==> src/ntc_div_pipe.sv <==
// ----------------------------------------------------------------------------
// ntc_div_pipe
// Pipelined restoring divider, one quotient bit per stage, with a starting
// remainder so that high numerator bits can be folded in up front.
// ----------------------------------------------------------------------------
`default_nettype none

module ntc_div_pipe #(
    parameter int NUM_W  = 8,
    parameter int DEN_W  = 8,
    parameter int SIDE_W = 1
) (
    input  wire logic              aclk,
    input  wire logic              aresetn,
    input  wire logic              en,
    input  wire logic              in_valid,
    input  wire logic [NUM_W-1:0]  in_num,
    input  wire logic [DEN_W-1:0]  in_den,
    input  wire logic [DEN_W-1:0]  in_rem,
    input  wire logic [SIDE_W-1:0] in_side,
    output logic                   out_valid,
    output logic [NUM_W-1:0]       out_quo,
    output logic [SIDE_W-1:0]      out_side
);

    // numerator bits shift out at the top while quotient bits shift in
    logic [NUM_W-1:0]  nq_reg    [NUM_W];
    logic [DEN_W-1:0]  rem_reg   [NUM_W];
    logic [DEN_W-1:0]  den_reg   [NUM_W];
    logic [SIDE_W-1:0] side_reg  [NUM_W];
    logic              valid_reg [NUM_W];

    for (genvar k = 0; k < NUM_W; k++) begin : g_st
        logic [NUM_W-1:0]  nq_in;
        logic [DEN_W-1:0]  rem_in;
        logic [DEN_W-1:0]  den_in;
        logic [SIDE_W-1:0] side_in;
        logic              v_in;
        logic [DEN_W:0]    trial;
        logic              ge;
        logic [NUM_W-1:0]  nq_next;
        logic [DEN_W-1:0]  rem_next;

        if (k == 0) begin : g_first
            assign nq_in   = in_num;
            assign rem_in  = in_rem;
            assign den_in  = in_den;
            assign side_in = in_side;
            assign v_in    = in_valid;
        end else begin : g_rest
            assign nq_in   = nq_reg[k-1];
            assign rem_in  = rem_reg[k-1];
            assign den_in  = den_reg[k-1];
            assign side_in = side_reg[k-1];
            assign v_in    = valid_reg[k-1];
        end

        // trial subtract
        assign trial    = {rem_in, nq_in[NUM_W-1]};
        assign ge       = trial >= {1'b0, den_in};
        assign nq_next  = {nq_in[NUM_W-2:0], ge};
        assign rem_next = ge ? DEN_W'(trial - {1'b0, den_in}) : trial[DEN_W-1:0];

        always_ff @(posedge aclk) begin
            if (!aresetn) begin
                valid_reg[k] <= 1'b0;
            end else if (en) begin
                valid_reg[k] <= v_in;
            end
        end

        always_ff @(posedge aclk) begin
            if (en) begin
                nq_reg[k]   <= nq_next;
                rem_reg[k]  <= rem_next;
                den_reg[k]  <= den_in;
                side_reg[k] <= side_in;
            end
        end
    end

    assign out_valid = valid_reg[NUM_W-1];
    assign out_quo   = nq_reg[NUM_W-1];
    assign out_side  = side_reg[NUM_W-1];

endmodule

`default_nettype wire

==> config.mk <==
export PLATFORM = sky130hd
export DESIGN_NAME = ntc_div_pipe
export DESIGN_NICKNAME = d
export VERILOG_FILES = /design/src/ntc_div_pipe.sv
export SDC_FILE = /design/constraint.sdc
export NUM_CORES = 1
export LEC_CHECK = 0
export ABC_AREA = 1
export BUFFER_PORTS_ARGS = -buffer_cell sky130_fd_sc_hd__clkbuf_2
export CORE_UTILIZATION = 40
export DETAILED_ROUTE_END_ITERATION = 7
export PLACE_DENSITY = 0.62
export SETUP_SLACK_MARGIN = 0.15
export SLEW_MARGIN = 40
export SYNTH_ARGS = -nofsm -noshare
export SYNTH_HDL_FRONTEND = slang
export SYNTH_SLANG_ARGS = --single-unit
==> constraint.sdc <==
create_clock -name aclk -period 5.3 [get_ports aclk]
set_input_delay 0.265 -clock aclk [delete_from_list [all_inputs] [get_ports aclk]]
set_output_delay 0.265 -clock aclk [all_outputs]
set_load 0.05 [all_outputs]
==> out/qor.yml <==
run_status:
  run_status: "finished, final reports clean"
logic_synthesis:
  syn_area_um2: 10300
  synth-main-ff-cell: "edfxtp_1"
  synth_nets: 1126
  ys_warn_count: 0
  syn-instance-count: 1026
  synth-seq-area-share: 0.556
  synth_edf_count: 191
  ys_types: 31
  avgSynthCellArea_um2: 10.1
  async_flop_share: 0
  synth-seq-cells: 192
sta:
  rsz0062_at_grt: "false"
  max_freq_ghz: 0.522
  final.setup.worst_slack_ns: 3.39
  min_period_ns: 1.91
  final_hold_viol_count: 0
  fin_skew_ns: 0.0151
  setup_viol: 0
  tightest_slew_ns: 0.676
  fin_crit_sh: 0.361
  relSlewSlack: 0.549
  finalSetupTns_ns: 0
  slew_violations: 0
setup_path:
  r2r_slack_ns: 3.39
  end_kind: "flip-flop"
  crit_fanout: 9
  critical_path_required_ns: 5.48
  crit_end: "rem_reg[2][15]"
  worstReg2RegStart: "rem_reg[2][1]"
  worstPathArrival_ns: 2.10
  rr_endpoint: "rem_reg[2][15]"
  worstSetupPathType: "reg -> reg"
  startpoint_type: "flip-flop"
  cp-startpoint: "rem_reg[2][1]"
  r2r_cells: 9
layout:
  largest_register_ffs: 64
  fin_nets: 1185
  final_cells: 1428
  antenna_cells: 0
  drive_gt1_frac: 0.148
  syn_to_final_growth_pct: 11.7
clocking:
  htreeDepth: 4
  clk_latency_ns: 0.43
  cts_made_buffers: 17
  clockBufferDepth: 2
  root_buffer: "clkbuf_16"
  clock_sinks: 192
  path_clk_slew_ns: 0.07
  cts_tree: "done"
  cts_setup_buffers: 0
detailed_routing:
  ant_nets: 0
  drtIter0Drc: 325
  drt-pass1-iter-count: 4
  vias: 6615
  wl_um: 17900
  drc: 0
  wl_per_cell_um: 12.5
  via_per_inst: 4.63
pwr:
  switching_share: 0.361
  leakagePower_nw: 5.36
  combPwrFrac: 0.348
  peakVddDrop_uv: 196
  clock_power_share: 0.236
  p_seq_frac: 0.415
  powerDensity_nw_per_um2: 450
  p_int_mw: 3.32
  power.switching_mw: 1.88
floorplan:
  die-area_um2: 26500
  initial_core_util: 0.410
  num_rows: 58
  die_w_um: 163
  die_h_um: 163
  ios: 39
  core_um2: 25300
grt:
  grtUsageMet1: 0.169
  grt_antenna_before_repair: 0
  use_met3: 0.0300
  grt_busiest_layer: "met2"
  grt.overflow.total: 0
  grt_pass1_vias: 6741
  grt_max_degree: 76
  use_met2: 0.269
  grt_use_total: 0.148
  grt_pass1_wl_um: 31000
min_path:
  hp-class: "in -> reg"
place:
  port_buffers: 38
  dp_cells: 1389
  gp_congestion: 0.874
  dp_hpwl_um: 13400
  dpl_worst_slack_ns: 3.40
job:
  drv_cap: 0
## synth_stat cells (8+ instances only)
library cell,count,area share
ha_1,64,0.077
inv_2,8,0.0029
nand2_4,11,0.012
edfxtp_1,191,0.55
nor2_1,40,0.015
nand4_1,12,0.0073
inv_1,177,0.064
xor2_1,14,0.012
nand2_2,37,0.022
nand2_1,281,0.10
a21oi_1,24,0.012
nand3_1,101,0.049
## worst max-delay path: stages, from the launching register on
cell and delay [ns]:
edfxtp_1 0.41, ha_1 0.44, nand2_1 0.10, nand2_1 0.07, a21oi_2 0.15, nand2_2 0.09
nand2_4 0.16, nand2_8 0.11, nand2_2 0.09, nand2_2 0.04
## power groups by stage
stage	registers, mW	logic (mW)	clock network [mW]
6_report	2.16	1.81	1.23
3_5_place_dp	2.20	1.81	0
2_1_floorplan	2.17	1.44	0
4_1_cts	2.16	1.82	1.27
3_3_place_gp	2.19	1.78	0
5_1_grt	2.19	2.08	1.32
## cell families (layout without fill, tap and decap cells)
| group | count (synthesis) | after routing | share of synthesized area |
|---|---|---|---|
| adder cells (fa/ha/maj) | 71 | 71 | 0.0910 |
| AND/OR/NAND/NOR | 518 | 518 | 0.244 |
| AO/OA/AOI/OAI | 32 | 32 | 0.0184 |
| XOR/XNOR | 21 | 21 | 0.0178 |
| buffers and inverters | 192 | 264 | 0.0728 |
| flip-flops | 192 | 192 | 0.556 |
## metrics by stage
stage | hold WS [ns] | power (mW) | area (um^2) | util
floorplan | 0.364 | 3.62 | 10300 | -
global placement | 0.400 | 3.97 | 10900 | 0.432
detailed placement | 0.405 | 4.01 | 10900 | 0.432
CTS | 0.0000147 | 5.25 | 11500 | 0.457
global route | 0.00715 | 5.59 | 11600 | 0.458
finish | 0.0274 | 5.20 | 11600 | 0.458
## repair_timing
item	in CTS	in global routing
hold endpoints to repair	5	2
resized for setup	0	0
hold buffers	5	2
## cells in the final DEF, fill, tap and decap left out, types with 3 or more instances in the layout
master	instances
nand2_1	281
edfxtp_1	191
inv_1	177
nand3_1	101
ha_1	64
nor2_1	40
nand2_2	37
clkbuf_2	37
a21oi_1	24
clkbuf_16	17
xor2_1	14
nand4_1	12
nand2_4	11
inv_2	8
nor2_2	7
xnor2_1	7
fa_1	7
dlygate4sd3_1	7
nor2_4	6
a21oi_2	5
nor3_2	5
nand4_2	4
nand3b_1	4
clkinv_4	4
nand3_2	3
nand2_8	3
## how the worst min path moves through the flow
stage / startpoint / endpoint / slack (ns) / depth (start not counted)
finish: in_den[2] / den_reg[0][2] / 0.03 / 1
global route: in_num[2] / nq_reg[0][3] / 0.007 / 1
CTS: in_num[3] / nq_reg[0][4] / 0.00001 / 1
detailed placement: nq_reg[0][5] / nq_reg[0][14] / 0.40 / 0
global placement: nq_reg[1][2] / nq_reg[1][11] / 0.40 / 0
floorplan: in_den[0] / den_reg[0][0] / 0.36 / 0
## cell type report
cell class / count / area (um^2)
Fill cell: 2385 / 13700
Inverter: 185 / 694
Tap cell: 330 / 413
Timing Repair Buffer: 47 / 288
Sequential cell: 192 / 5760
Clock buffer: 19 / 443
Multi-Input combinational cell: 642 / 3830
Clock inverter: 13 / 128
## layer usage
metal / up-vias / routed length (um)
met3: 24 / 481
met2: 96 / 9220
li1: 3477 / -
met4: 0 / 343
met5: - / 0
met1: 3018 / 7820
(Power assumes the default switching activity.)
