## config.mk

```make
export PLATFORM = sky130hd
export DESIGN_NAME = ntc_t0_recip
export DESIGN_NICKNAME = d
export VERILOG_FILES = /design/src/ntc_pkg.sv /design/src/ntc_t0_recip.sv
export SDC_FILE = /design/constraint.sdc
export NUM_CORES = 1
export LEC_CHECK = 0
export ABC_AREA = 1
export BUFFER_PORTS_ARGS = -buffer_cell sky130_fd_sc_hd__clkbuf_2
export CAP_MARGIN = 20
export CORE_ASPECT_RATIO = 0.7
export CORE_MARGIN = 4
export CORE_UTILIZATION = 50
export CTS_BUF_LIST = sky130_fd_sc_hd__clkbuf_8
export DETAILED_ROUTE_END_ITERATION = 8
export PLACE_DENSITY = 0.82
export SETUP_SLACK_MARGIN = 0.05
export SYNTH_ARGS = -nofsm -noshare
export SYNTH_HDL_FRONTEND = slang
export SYNTH_SLANG_ARGS = --single-unit
```

## constraint.sdc

```tcl
create_clock -name aclk -period 4.9 [get_ports aclk]
set_input_delay 0.245 -clock aclk [delete_from_list [all_inputs] [get_ports aclk]]
set_output_delay 0.245 -clock aclk [all_outputs]
set_load 0.01 [all_outputs]
```

## src/ntc_pkg.sv

```systemverilog
// ----------------------------------------------------------------------------
// ntc_pkg
// Shared widths, constants and codes for the NTC thermistor converter.
// ----------------------------------------------------------------------------
`default_nettype none

package ntc_pkg;

    // default converter resolution
    localparam int AdcBitsDef = 12;

    // configuration port
    localparam int CfgAddrW = 2;
    localparam int CfgDataW = 16;
    localparam logic [CfgAddrW-1:0] RegBeta = 2'd0;
    localparam logic [CfgAddrW-1:0] RegT0   = 2'd1;

    localparam int BetaW = 14;
    localparam int T0W   = 16;
    localparam logic [BetaW-1:0] BetaReset = 14'd3435;
    localparam logic [T0W-1:0]   T0Reset   = 16'd29815;

    // natural log path, Q5.24 with headroom
    localparam int LgFracBits = 24;
    localparam int LnW        = 29;
    localparam logic [31:0] Ln2Q32 = 32'd2977044472;

    // inverse temperatures, unsigned Q.40
    localparam int InvT0W = 47;
    localparam int TermW  = 45;
    localparam int InvTW  = 49;
    localparam int DenW   = 48;

    // kelvin in thousandths, 22 quotient bits; more means saturated high
    localparam int TmW = 22;
    localparam logic [DenW-1:0] TmRemInit = 48'd262144000;
    localparam logic [22:0] KelvinOffsetMilli = 23'd273150;

    // reciprocal constants for the rounding divides by 100 and 500
    localparam logic [22:0] RecipC = 23'd5368710;
    localparam int RecipCShift = 29;
    localparam logic [25:0] RecipF = 26'd34359739;
    localparam int RecipFShift = 34;

    // output limits
    localparam int CMin = -2732;
    localparam int CMax = 16383;
    localparam int FMin = -4598;
    localparam int FMax = 29809;

    // status codes
    localparam logic [1:0] StOk   = 2'd0;
    localparam logic [1:0] StZero = 2'd1;
    localparam logic [1:0] StFull = 2'd2;
    localparam logic [1:0] StSat  = 2'd3;

    // flags that travel with an item
    typedef struct packed {
        logic zero;
        logic full;
        logic sat;
    } item_flags_t;

    // one result beat
    typedef struct packed {
        logic [1:0]  status;
        logic [15:0] temp_f;
        logic [14:0] temp_c;
    } result_t;

endpackage

`default_nettype wire

```

## src/ntc_t0_recip.sv

```systemverilog
// ----------------------------------------------------------------------------
// ntc_t0_recip
// Iterative divider for the inverse reference temperature in Q.40,
// one quotient bit per cycle, restarted on every reference update.
// ----------------------------------------------------------------------------
`default_nettype none

module ntc_t0_recip
    import ntc_pkg::*;
(
    input  wire logic           aclk,
    input  wire logic           aresetn,
    input  wire logic           start,
    input  wire logic [T0W-1:0] t0,
    output logic                busy,
    output logic [InvT0W-1:0]   inv_t0
);

    localparam logic [InvT0W-1:0] InvT0Base = InvT0W'(100) << 40;
    localparam int CntW = $clog2(InvT0W + 1);

    logic [CntW-1:0]   count_reg, count_next;
    logic [InvT0W-1:0] nq_reg, nq_next;
    logic [T0W-1:0]    rem_reg, rem_next;
    logic [T0W-1:0]    den;
    logic [T0W:0]      trial;
    logic              ge;

    // a zero reference acts as one
    assign den   = (t0 == '0) ? T0W'(1) : t0;
    assign trial = {rem_reg, nq_reg[InvT0W-1]};
    assign ge    = trial >= {1'b0, den};

    // load, then one bit per cycle
    always_comb begin
        count_next = count_reg;
        nq_next    = nq_reg;
        rem_next   = rem_reg;
        if (start) begin
            count_next = CntW'(InvT0W);
            nq_next    = InvT0Base + InvT0W'(den >> 1);
            rem_next   = '0;
        end else if (count_reg != '0) begin
            count_next = count_reg - 1'b1;
            nq_next    = {nq_reg[InvT0W-2:0], ge};
            rem_next   = ge ? T0W'(trial - {1'b0, den}) : trial[T0W-1:0];
        end
    end

    always_ff @(posedge aclk) begin
        if (!aresetn) begin
            count_reg <= '0;
        end else begin
            count_reg <= count_next;
        end
    end

    always_ff @(posedge aclk) begin
        nq_reg  <= nq_next;
        rem_reg <= rem_next;
    end

    assign busy   = count_reg != '0;
    assign inv_t0 = nq_reg;

endmodule

`default_nettype wire

```

==> results.md, run 1 <==
- Outcome: finished, final reports clean
- WHS Path Cells: 3
- Largest vdd supply drop: 0.192 mV
- Worst-case clock buffer depth: 2
- CP max stage delay: 0.41 ns
- Max cap viols: 0
- Period utilization: 0.515
- Crit path buffers/inverters: 4
- Hold Path Sink: count_reg[0]
- CTS Sinks: 69
- Die area: 9620 um^2
- # diodes: 0
- Setup WS pre-CTS: 2.17 ns
- Yosys cell types: 36
- Post-DP HPWL: 7710 um
- Measured slew at the worst slew-check pin: 0.838 ns
- Setup_tns: 0 ns
- Vias in the first global route: 3284
- Mean Syn Cell Area: 7.65 um^2
- Crit path cell chain: inv_1 > ha_1 > inv_1 > nor3_2 > nand3_2 > nor2_4 > clkinv_1 > buf_4
- First-pass GRT wire length: 16300 um
- Drt wl/cell: 14.2 um
- R2r endpoint: inv_t0[36]
- Final WS setup: 2.38 ns
- Residual DRC: 0
- Initial antenna violation count: 0
- R2R Path Start: count_reg[0]
- Starting Density: 0.514
- CP startpoint kind: flip-flop
- All-Layer GR Usage: 0.212
- Largest net degree at the start of global routing: 42
- Post-CTS Setup Repair Bufs: 0
- RSZ-0062 raised after global routing: false
- Worst Skew: 0.00617 ns
- Data arrival, critical path: 2.55 ns
- Routed wire length: 9900 um
- Endpoints failing setup: 0
- Core area: 7870 um^2
- Post-synthesis cell area: 4050 um^2
- I/O Pins: 67
- Peak fanout along the critical path: 41
- Slowest CP cell: nor2_4
- Vias per cell: 5.12
- Layout cells sized above 1: 0.169
- Fillers: 716
- GR Overflow Total: 0
- R2R cell count: 8
- Final Max Slew Viols: 0
- Buffers on Ports: 66
- Area growth syn-to-layout: 13.7%
- Die Width: 116 um
- Routed Antenna Nets: 0
- 1st-iter DRT viols: 309
- Static Leakage: 2.44 nW
- EDFF count, synth: 47
- Post-Syn Instances: 529
- Htree depth: 3
- TritonCTS clock tree: yes
- Skew-Pair Late Insertion Delay: 0.33 ns
- Post-synth top flop: edfxtp_1
- Worst slew margin: 0.441
- CTS root buf: clkbuf_8
- Hold-fix buffers, CTS: 0
- Worst path most repeated cell: inv_1
- Syn. warnings: 0
- Routed via count: 3578
- Largest register FFs: 47
- Fmax: 0.397 GHz
- Synth Net Count: 566
- R2R setup slack: 2.38 ns
- Cell Rows: 27
- WS Path Type: flip-flop to flip-flop
- Crit. End Element: flip-flop
- Hold Path Class: primary input to flip-flop
- Post-CTS sizing: 0
- Die height: 83.3 um
- Inserted Clock Buffers: 9
- Register area share after synthesis: 0.458
- Async S/R FF share, synth: 0
- Cell area power density: 465 nW/um^2
- Final #Nets: 630
- Routability congestion estimate: 0.961
- Clk slew on worst S/H paths: 0.07 ns
- Seq cells post-synth: 69
- Final Hold Fails: 0
- Min-delay src: aresetn
- Worst endpoint required time: 4.93 ns
- First-pass DRT Iterations: 4
- Crit-path leading delay family: buffers and inverters
- Post-layout min period: 2.52 ns
-- cell type report --
cell class              count  area (um^2)  share of cell area
clock buffers               9          124              0.0269
clock inverters             7         36.3             0.00789
inverters                 114          428              0.0931
multi-input cells         332         1690               0.368
flip-flops and latches     69         1850               0.403
well taps                 101          126              0.0275
repair buffers             67          338              0.0735
-- placed cells by master, fill, tap and decap left out, drive strengths merged, types with 13 or more instances in the layout --
| master | netlist | layout |
|---|---|---|
| dfxtp | 22 | 22 |
| inv | 114 | 116 |
| o21ai | 18 | 18 |
| nor2 | 47 | 47 |
| nand3 | 42 | 42 |
| a21oi | 13 | 13 |
| clkbuf | 6 | 75 |
| ha | 17 | 17 |
| nand2 | 159 | 159 |
| edfxtp | 47 | 47 |
-- per-layer routing --
metal,global-route usage,vias up,share of wire
li1,-,1778,-
met1,0.329,1634,0.48
met2,0.302,146,0.42
met3,0.0364,20,0.078
met4,0.0629,0,0.018
met5,0,-,0
-- worst max path at each step --
stage / from / end / cells past startpoint
after floorplan: count_reg[0] / inv_t0[0] / 8
after global placement: t0[8] / inv_t0[0] / 12
after detailed placement: t0[8] / inv_t0[0] / 12
after CTS: count_reg[0] / inv_t0[33] / 8
after global routing: count_reg[0] / inv_t0[33] / 8
final: count_reg[0] / inv_t0[36] / 8
-- per-stage QoR --
stage	instances	utilization	total power [mW]	instance area, um^2	hold slack [ns]
after CTS	699	0.584	2.12	4600	0.176
after detailed placement	683	0.564	1.74	4440	0.471
after global routing	699	0.584	2.30	4600	0.178
after global placement	683	0.564	1.72	4440	0.460
after floorplan	529	-	1.51	4050	0.383
final	699	0.584	2.14	4600	0.198
-- worst min-delay path, stage by stage --
cell	delay, ns
clkbuf_2	0.10
o21ai_0	0.09
a21oi_1	0.05
-- power by group --
group	switching (mW)	internal, mW	total [mW]	leakage, nW
sequential	0.0794	0.733	0.812	0.721
clock	0.205	0.176	0.381	0.0904
combinational	0.610	0.333	0.943	1.62
total	0.895	1.24	2.14	2.44
-- synthesized netlist by cell type (3+ instances only) --
master / n / area (um^2)
nand2_1: 152 / 571
inv_1: 111 / 417
edfxtp_1: 47 / 1410
nor2_1: 44 / 165
nand3_1: 40 / 200
dfxtp_1: 22 / 440
o21ai_0: 18 / 90.1
ha_1: 17 / 213
a21oi_1: 13 / 65.1
clkbuf_1: 6 / 22.5
nand2_2: 5 / 31.3
nand3b_1: 4 / 30.0
nand4_1: 4 / 25.0
nor3_1: 4 / 20.0
nor4_1: 4 / 25.0
xnor2_1: 4 / 35.0
buf_2: 3 / 15.0
inv_2: 3 / 11.3
or2_2: 3 / 18.8
xor2_1: 3 / 26.3
-- cells by family after synthesis --
| kind of cell | after synthesis | share of synthesized area |
|---|---|---|
| buf+inv | 128 | 0.123 |
| simple gates | 271 | 0.298 |
| fa+ha+maj | 18 | 0.0575 |
| xor+xnor | 7 | 0.0152 |
| compound gates | 36 | 0.0483 |
| flops | 69 | 0.458 |
Power figures use the tool's default switching activity.
==> run 2: changes to the inputs <==
PLACE_DENSITY = 0.85   (was 0.82)
clock period = 2.3 ns   (was 4.9 ns; I/O delays follow)
==> run 2 against run 1 <==
Net effect:
- global-route usage increased by 0.49 points
- critical path type unchanged
- critical path depth is 5 higher
- hold slack got worse by 0.19 ns
- die area unchanged
- largest cell class unchanged
- via count is 1.5% higher
- first-iteration DRC count is 0.65% lower
- sequential share of layout area is 1.7 points lower
==> results.md, run 2 (synthesis gave the netlist of run 1 again) <==
- WS Path Type: flip-flop to flip-flop
- Max cap viols: 0 (unchanged)
- Die height: 83.3 um (unchanged)
- Routability congestion estimate: 1.03 (+7.7%)
- Endpoints failing setup: 0 (unchanged)
- Initial antenna violation count: 0 (unchanged)
- Crit. End Element: flip-flop
- Hold WS: 0.0107 ns (-0.187 ns)
- Routed via count: 3631 (+1.5%)
- CTS root buf: clkbuf_8
- Fmax: 0.494 GHz (+25%)
- Period utilization: 0.880 (+0.366)
- R2R setup slack: 0.28 ns (-2.10 ns)
- Cell Rows: 27 (unchanged)
- Commonest non-fill, non-tap cell in the layout: nand2_1
- Worst-case clock buffer depth: 2 (unchanged)
- Clk slew on worst S/H paths: 0.09 ns (+0.02 ns)
- Vias per cell: 5.11 (about the same)
- Outcome: finished, final reports clean
- R2r endpoint: rem_reg[10]
- Inserted Clock Buffers: 9 (unchanged)
- Core area: 7870 um^2 (unchanged)
- Cell area power density: 1040 nW/um^2 (+120%)
- Residual DRC: 0 (unchanged)
- Skew-Pair Late Insertion Delay: 0.36 ns (+0.03 ns)
- Buffers on Ports: 66 (unchanged)
- # diodes: 0 (unchanged)
- Htree depth: 3 (unchanged)
- RSZ-0062 raised after global routing: false
- CTS Sinks: 69 (unchanged)
- Final WS setup: 0.276 ns (-2.10 ns)
- Data arrival, critical path: 2.28 ns (-0.27 ns)
- CP max stage delay: 0.44 ns (+0.03 ns)
- Largest vdd supply drop: 0.523 mV (+170%)
- Routed wire length: 10200 um (+2.7%)
- Hold Path Sink: count_reg[0]
- Sequential Area: 1850 um^2 (about the same)
- Slowest CP cell: fa_1
- Area occupied by multi-input gates: 1720 um^2 (+1.6%)
- Post-DP HPWL: 7420 um (-3.7%)
- Die area: 9620 um^2 (unchanged)
- Worst slew margin: 0.649 (+0.208)
- Vias in the first global route: 3393 (+3.3%)
- Drt wl/cell: 14.3 um (+1.1%)
- Hold Path Class: primary input to flip-flop
- Crit path cell chain: inv_1 > ha_1 > fa_1 > inv_1 > nand4_1 > nand2_1 > nand2_1 > nand2_1 > nand2_1 > nand2_1 > nand2_1 > nand3_1 > nand2_1
- Min-delay src: aresetn
- Hold-fix buffers, CTS: 0 (unchanged)
- Post-CTS sizing: 0 (unchanged)
- R2R cell count: 13 (+5)
- R2R Path Start: inv_t0[46]
- Post-CTS Setup Repair Bufs: 0 (unchanged)
- Worst path most repeated cell: nand2_1
- Most frequent cells in the layout: nand2_1, inv_1, clkbuf_2
- GR Overflow Total: 0 (unchanged)
- Largest register FFs: 47 (unchanged)
- Post-layout min period: 2.02 ns (-0.497 ns)
- 1st-iter DRT viols: 307 (-0.65%)
- Static Leakage: 2.52 nW (+3.4%)
- All-Layer GR Usage: 0.217 (+0.00490)
- Die Width: 116 um (unchanged)
- Largest net degree at the start of global routing: 40 (-4.8%)
- Starting Density: 0.514 (unchanged)
- Peak fanout along the critical path: 3 (-93%)
- First-pass GRT wire length: 16400 um (+1.1%)
- Setup WS pre-CTS: -0.00256 ns (-2.18 ns)
- Layout cells sized above 1: 0.199 (+0.0298)
- I/O Pins: 67 (unchanged)
- Final Hold Fails: 0 (unchanged)
- TritonCTS clock tree: yes
- Fillers: 670 (-6.4%)
- Setup_tns: 0 ns (unchanged)
- Measured slew at the worst slew-check pin: 0.522 ns (-0.315 ns)
- Area growth syn-to-layout: 18.6%
- CP startpoint kind: flip-flop
- WHS Path Cells: 3 (unchanged)
- Worst endpoint required time: 2.55 ns (-2.38 ns)
- Final #Nets: 641 (+1.7%)
- Worst Skew: 0.0180 ns (+0.0119 ns)
- First-pass DRT Iterations: 6 (+2)
- Layout Utilization: 0.610 (+0.0254)
- Final Max Slew Viols: 0 (unchanged)
- Overall Power: 4.97 mW (+130%)
- Routed Antenna Nets: 0 (unchanged)
## run 2: changes by cell type in the layout (fill, tap and decap cells not counted), sizes merged
| cell | before | now |
|---|---|---|
| buf | 1 | 12 |
| bufinv | 0 | 2 |
| clkinv | 4 | 1 |
| clkinvlp | 1 | 2 |
## run 2: worst max path at each step
stage	start	end	slack, ns	depth (start not counted)
CTS	inv_t0[46]	rem_reg[10]	0.28	13
global placement	t0[12]	rem_reg[8]	0.02	13
floorplan	count_reg[1]	inv_t0[0]	-0.006	8
finish	inv_t0[46]	rem_reg[10]	0.28	13
detailed placement	t0[12]	rem_reg[8]	-0.003	13
global route	inv_t0[46]	rem_reg[10]	0.14	13
## run 2: per-layer routing
layer | global-route usage | wire length (um) | vias to the layer above
li1 | - | - | 1802
met1 | 0.322 | 4790 | 1668
met2 | 0.313 | 4460 | 146
met3 | 0.0619 | 819 | 15
met4 | 0.0533 | 106 | 0
met5 | 0 | 0 | -
## run 2: layout make-up
| cell class | instances | area share |
|---|---|---|
| multi-input combinational | 332 | 0.359 |
| sequential | 69 | 0.386 |
| timing repair buffer | 78 | 0.0928 |
| clock inverter | 7 | 0.0203 |
| tap | 101 | 0.0263 |
| clock buffer | 9 | 0.0258 |
| inverter | 114 | 0.0900 |
## run 2: critical path, delay by kind of cell, from the launching register on
family	cells	cell delay [ns]
simple gates	9	0.69
fa+ha+maj	2	0.67
buf+inv	2	0.16
flops	1	0.39
## run 2: through the flow
step,area (um^2),cells
after CTS,4800,710
after detailed placement,4580,694
after global routing,4800,710
after floorplan,4080,529
after global placement,4580,694
final,4800,710
## run 2: power by group
group / switching [mW] / total (mW) / internal, mW / leakage, nW
Clock: 0.516 / 1.13 / 0.616 / 0.112
Sequential: 0.156 / 1.72 / 1.56 / 0.721
Combinational: 1.30 / 2.12 / 0.820 / 1.69
==> run 3: changes to the inputs <==
CELL_PAD_IN_SITES_DETAIL_PLACEMENT = 1   (was unset)
CELL_PAD_IN_SITES_GLOBAL_PLACEMENT = 2   (was unset)
CORE_UTILIZATION = 30   (was 50)
PLACE_DENSITY = 0.88   (was 0.85)
==> run 3 against run 2 <==
Net effect:
- largest cell class unchanged
- sequential power about the same
- register-to-register slack better by 0.04 ns
- combinational power grew 3%
- utilization decreased by 24 points
- die area is 61% higher
- first-iteration DRC count fell by 39%
- non-clock buffer count grew 2
- global-route usage is 5.7 points lower
- clock power shrank 12%
- hold slack improved by 0.17 ns
- routed wire length rose by 17%
==> results.md, run 3 (synthesis gave the netlist of run 1 again) <==
- Post-CTS sizing: 0 (unchanged)
- Largest vdd supply drop: 0.404 mV (-23%)
- CTS Sinks: 69 (unchanged)
- Htree depth: 3 (unchanged)
- Outcome: finished, final reports clean
- Crit. End Element: flip-flop
- Routability congestion estimate: 0.839 (-19%)
- Worst Skew: 0.00694 ns (-0.0111 ns)
- Clk pwr share: 0.205 (-0.023)
- Hold Path Sink: inv_t0[14]
- Crit path cell chain: ha_1 > nand2_2 > inv_2 > nand2_1 > nand2_1 > nor3b_4 > nor2_4 > nand2_4 > buf_12 > nand2_1 > nand3_1 > nand2_1
- First-pass DRT Iterations: 4 (-2)
- CP max stage delay: 0.41 ns (-0.03 ns)
- Hold Path Class: primary input to flip-flop
- R2R Path Start: rem_reg[10]
- Endpoints failing setup: 0 (unchanged)
- Vias per cell: 4.50 (-12%)
- Core area: 13200 um^2 (+67%)
- WS Path Type: flip-flop to flip-flop
- Worst endpoint required time: 2.54 ns (about the same)
- Max cap viols: 0 (unchanged)
- Int Power: 2.88 mW (-3.9%)
- Post-layout min period: 1.99 ns (-0.0357 ns)
- R2R setup slack: 0.31 ns (+0.04 ns)
- Cell Rows: 35 (+30%)
- Finished Layout Cells: 796 (+12%)
- Starting Density: 0.307 (-0.207)
- Die area: 15400 um^2 (+61%)
- Data arrival, critical path: 2.22 ns (-0.06 ns)
- Vias in the first global route: 3739 (+10%)
- CTS root buf: clkbuf_8
- Static Leakage: 2.51 nW (-0.19%)
- Final #Nets: 643 (+0.31%)
- Area growth syn-to-layout: 21.0%
- Worst path most repeated cell: nand2_1
- Clk slew on worst S/H paths: 0.08 ns (about the same)
- Commonest non-fill, non-tap cell in the layout: nand2_1
- Sw frac: 0.413 (+0.0164)
- Fmax: 0.503 GHz (+1.8%)
- Layout cells sized above 1: 0.200 (+0.000986)
- Residual DRC: 0 (unchanged)
- Largest net degree at the start of global routing: 42 (+5.0%)
- Final Max Slew Viols: 0 (unchanged)
- Largest register FFs: 47 (unchanged)
- Peak fanout along the critical path: 9 (+6)
- TritonCTS clock tree: yes
- Min-delay src: t0[15]
- Measured slew at the worst slew-check pin: 0.441 ns (-0.0814 ns)
- Initial antenna violation count: 0 (unchanged)
- Post-DP HPWL: 9470 um (+28%)
- Buffers on Ports: 66 (unchanged)
- Routed via count: 3584 (-1.3%)
- GR Overflow Total: 0 (unchanged)
- RSZ-0062 raised after global routing: false
- Dpl cells: 779 (+12%)
- Slowest CP cell: ha_1
- Die height: 105 um (+26%)
- 1st-iter DRT viols: 188 (-39%)
- Die Width: 147 um (+27%)
- Cell area power density: 1000 nW/um^2 (-3.2%)
- Final Hold Fails: 0 (unchanged)
- Inserted Clock Buffers: 9 (unchanged)
- Setup_tns: 0 ns (unchanged)
- Reg power frac: 0.351 (+0.005)
- Hold WS: 0.179 ns (+0.169 ns)
- Worst slew margin: 0.703 (+0.0548)
- Routed wire length: 11900 um (+17%)
- WHS Path Cells: 3 (unchanged)
- Fillers: 1653 (+150%)
- R2r endpoint: rem_reg[11]
- Skew-Pair Late Insertion Delay: 0.34 ns (-0.02 ns)
- R2R cell count: 12 (-1)
- First-pass GRT wire length: 19800 um (+20%)
- I/O Pins: 67 (unchanged)
- Period utilization: 0.865 (-0.0155)
- Most frequent cells in the layout: nand2_1, inv_1, clkbuf_2
- # diodes: 0 (unchanged)
- Combinational share of power: 0.445 (+0.019)
- Switching power: 2.03 mW (+2.8%)
- Drt wl/cell: 15.0 um (+4.7%)
- Worst-case clock buffer depth: 2 (unchanged)
- CP startpoint kind: flip-flop
- All-Layer GR Usage: 0.160 (-0.0574)
- Routed Antenna Nets: 0 (unchanged)
## run 3: cell count changes in the layout (fill, tap and decap cells not counted)
cell,change
dlygate4sd3_1,+1
buf_4,+1
clkinv_1,+1
bufinv_16,-1
inv_1,-1
clkinv_2,+1
## run 3: how the worst max path moves through the flow
stage	depth (start not counted)	from	to
2_1_floorplan	8	count_reg[1]	inv_t0[0]
3_3_place_gp	13	t0[12]	rem_reg[4]
3_5_place_dp	14	t0[12]	rem_reg[8]
4_1_cts	11	rem_reg[5]	rem_reg[11]
5_1_grt	16	t0[8]	rem_reg[12]
6_report	12	rem_reg[10]	rem_reg[11]
## run 3: timing repair
item                       in CTS  in global routing
buffers inserted                0                  0
hold endpoints to repair        1                  0
hold buffers                    1                  0
setup endpoints to repair       0                  0
## run 3: area by class of cell
type / instances / area (um^2) / area share
well taps: 185 / 231 / 0.0473
clock inverters: 7 / 72.6 / 0.0148
inverters: 114 / 432 / 0.0882
repair buffers: 80 / 463 / 0.0946
multi-input cells: 332 / 1720 / 0.351
clock buffers: 9 / 124 / 0.0253
flip-flops and latches: 69 / 1850 / 0.378
## run 3: critical path, delay by kind of cell (launching register included)
| family | cells | cell delay [ns] |
|---|---|---|
| AND/OR/NAND/NOR | 9 | 0.93 |
| buffers and inverters | 2 | 0.21 |
| flip-flops | 1 | 0.34 |
| adder cells (fa/ha/maj) | 1 | 0.41 |
## run 3: per-stage QoR
step | util | worst slack, ns | power, mW | cell area (um^2)
3_5_place_dp | 0.356 | 0.0274 | 3.93 | 4690
3_3_place_gp | 0.356 | 0.0825 | 3.86 | 4690
4_1_cts | 0.371 | 0.276 | 4.97 | 4900
6_report | 0.371 | 0.312 | 4.91 | 4900
5_1_grt | 0.371 | 0.0694 | 5.33 | 4900
2_1_floorplan | - | -0.00574 | 3.23 | 4080
## run 3: metal layers
layer  global-route usage  vias to the layer above  part of all wire
li1                     -                     1810                 -
met2                0.246                       58              0.44
met5                    0                        -                 0
met4               0.0248                        0            0.0034
met1                0.236                     1711              0.53
met3               0.0329                        5             0.032
## run 3: power by group through the flow
stage	registers (mW)	logic, mW	clock network (mW)
detailed placement	1.75	2.19	0
CTS	1.72	2.20	1.05
floorplan	1.75	1.48	0
global placement	1.74	2.12	0
finish	1.72	2.18	1.00
global route	1.75	2.48	1.10
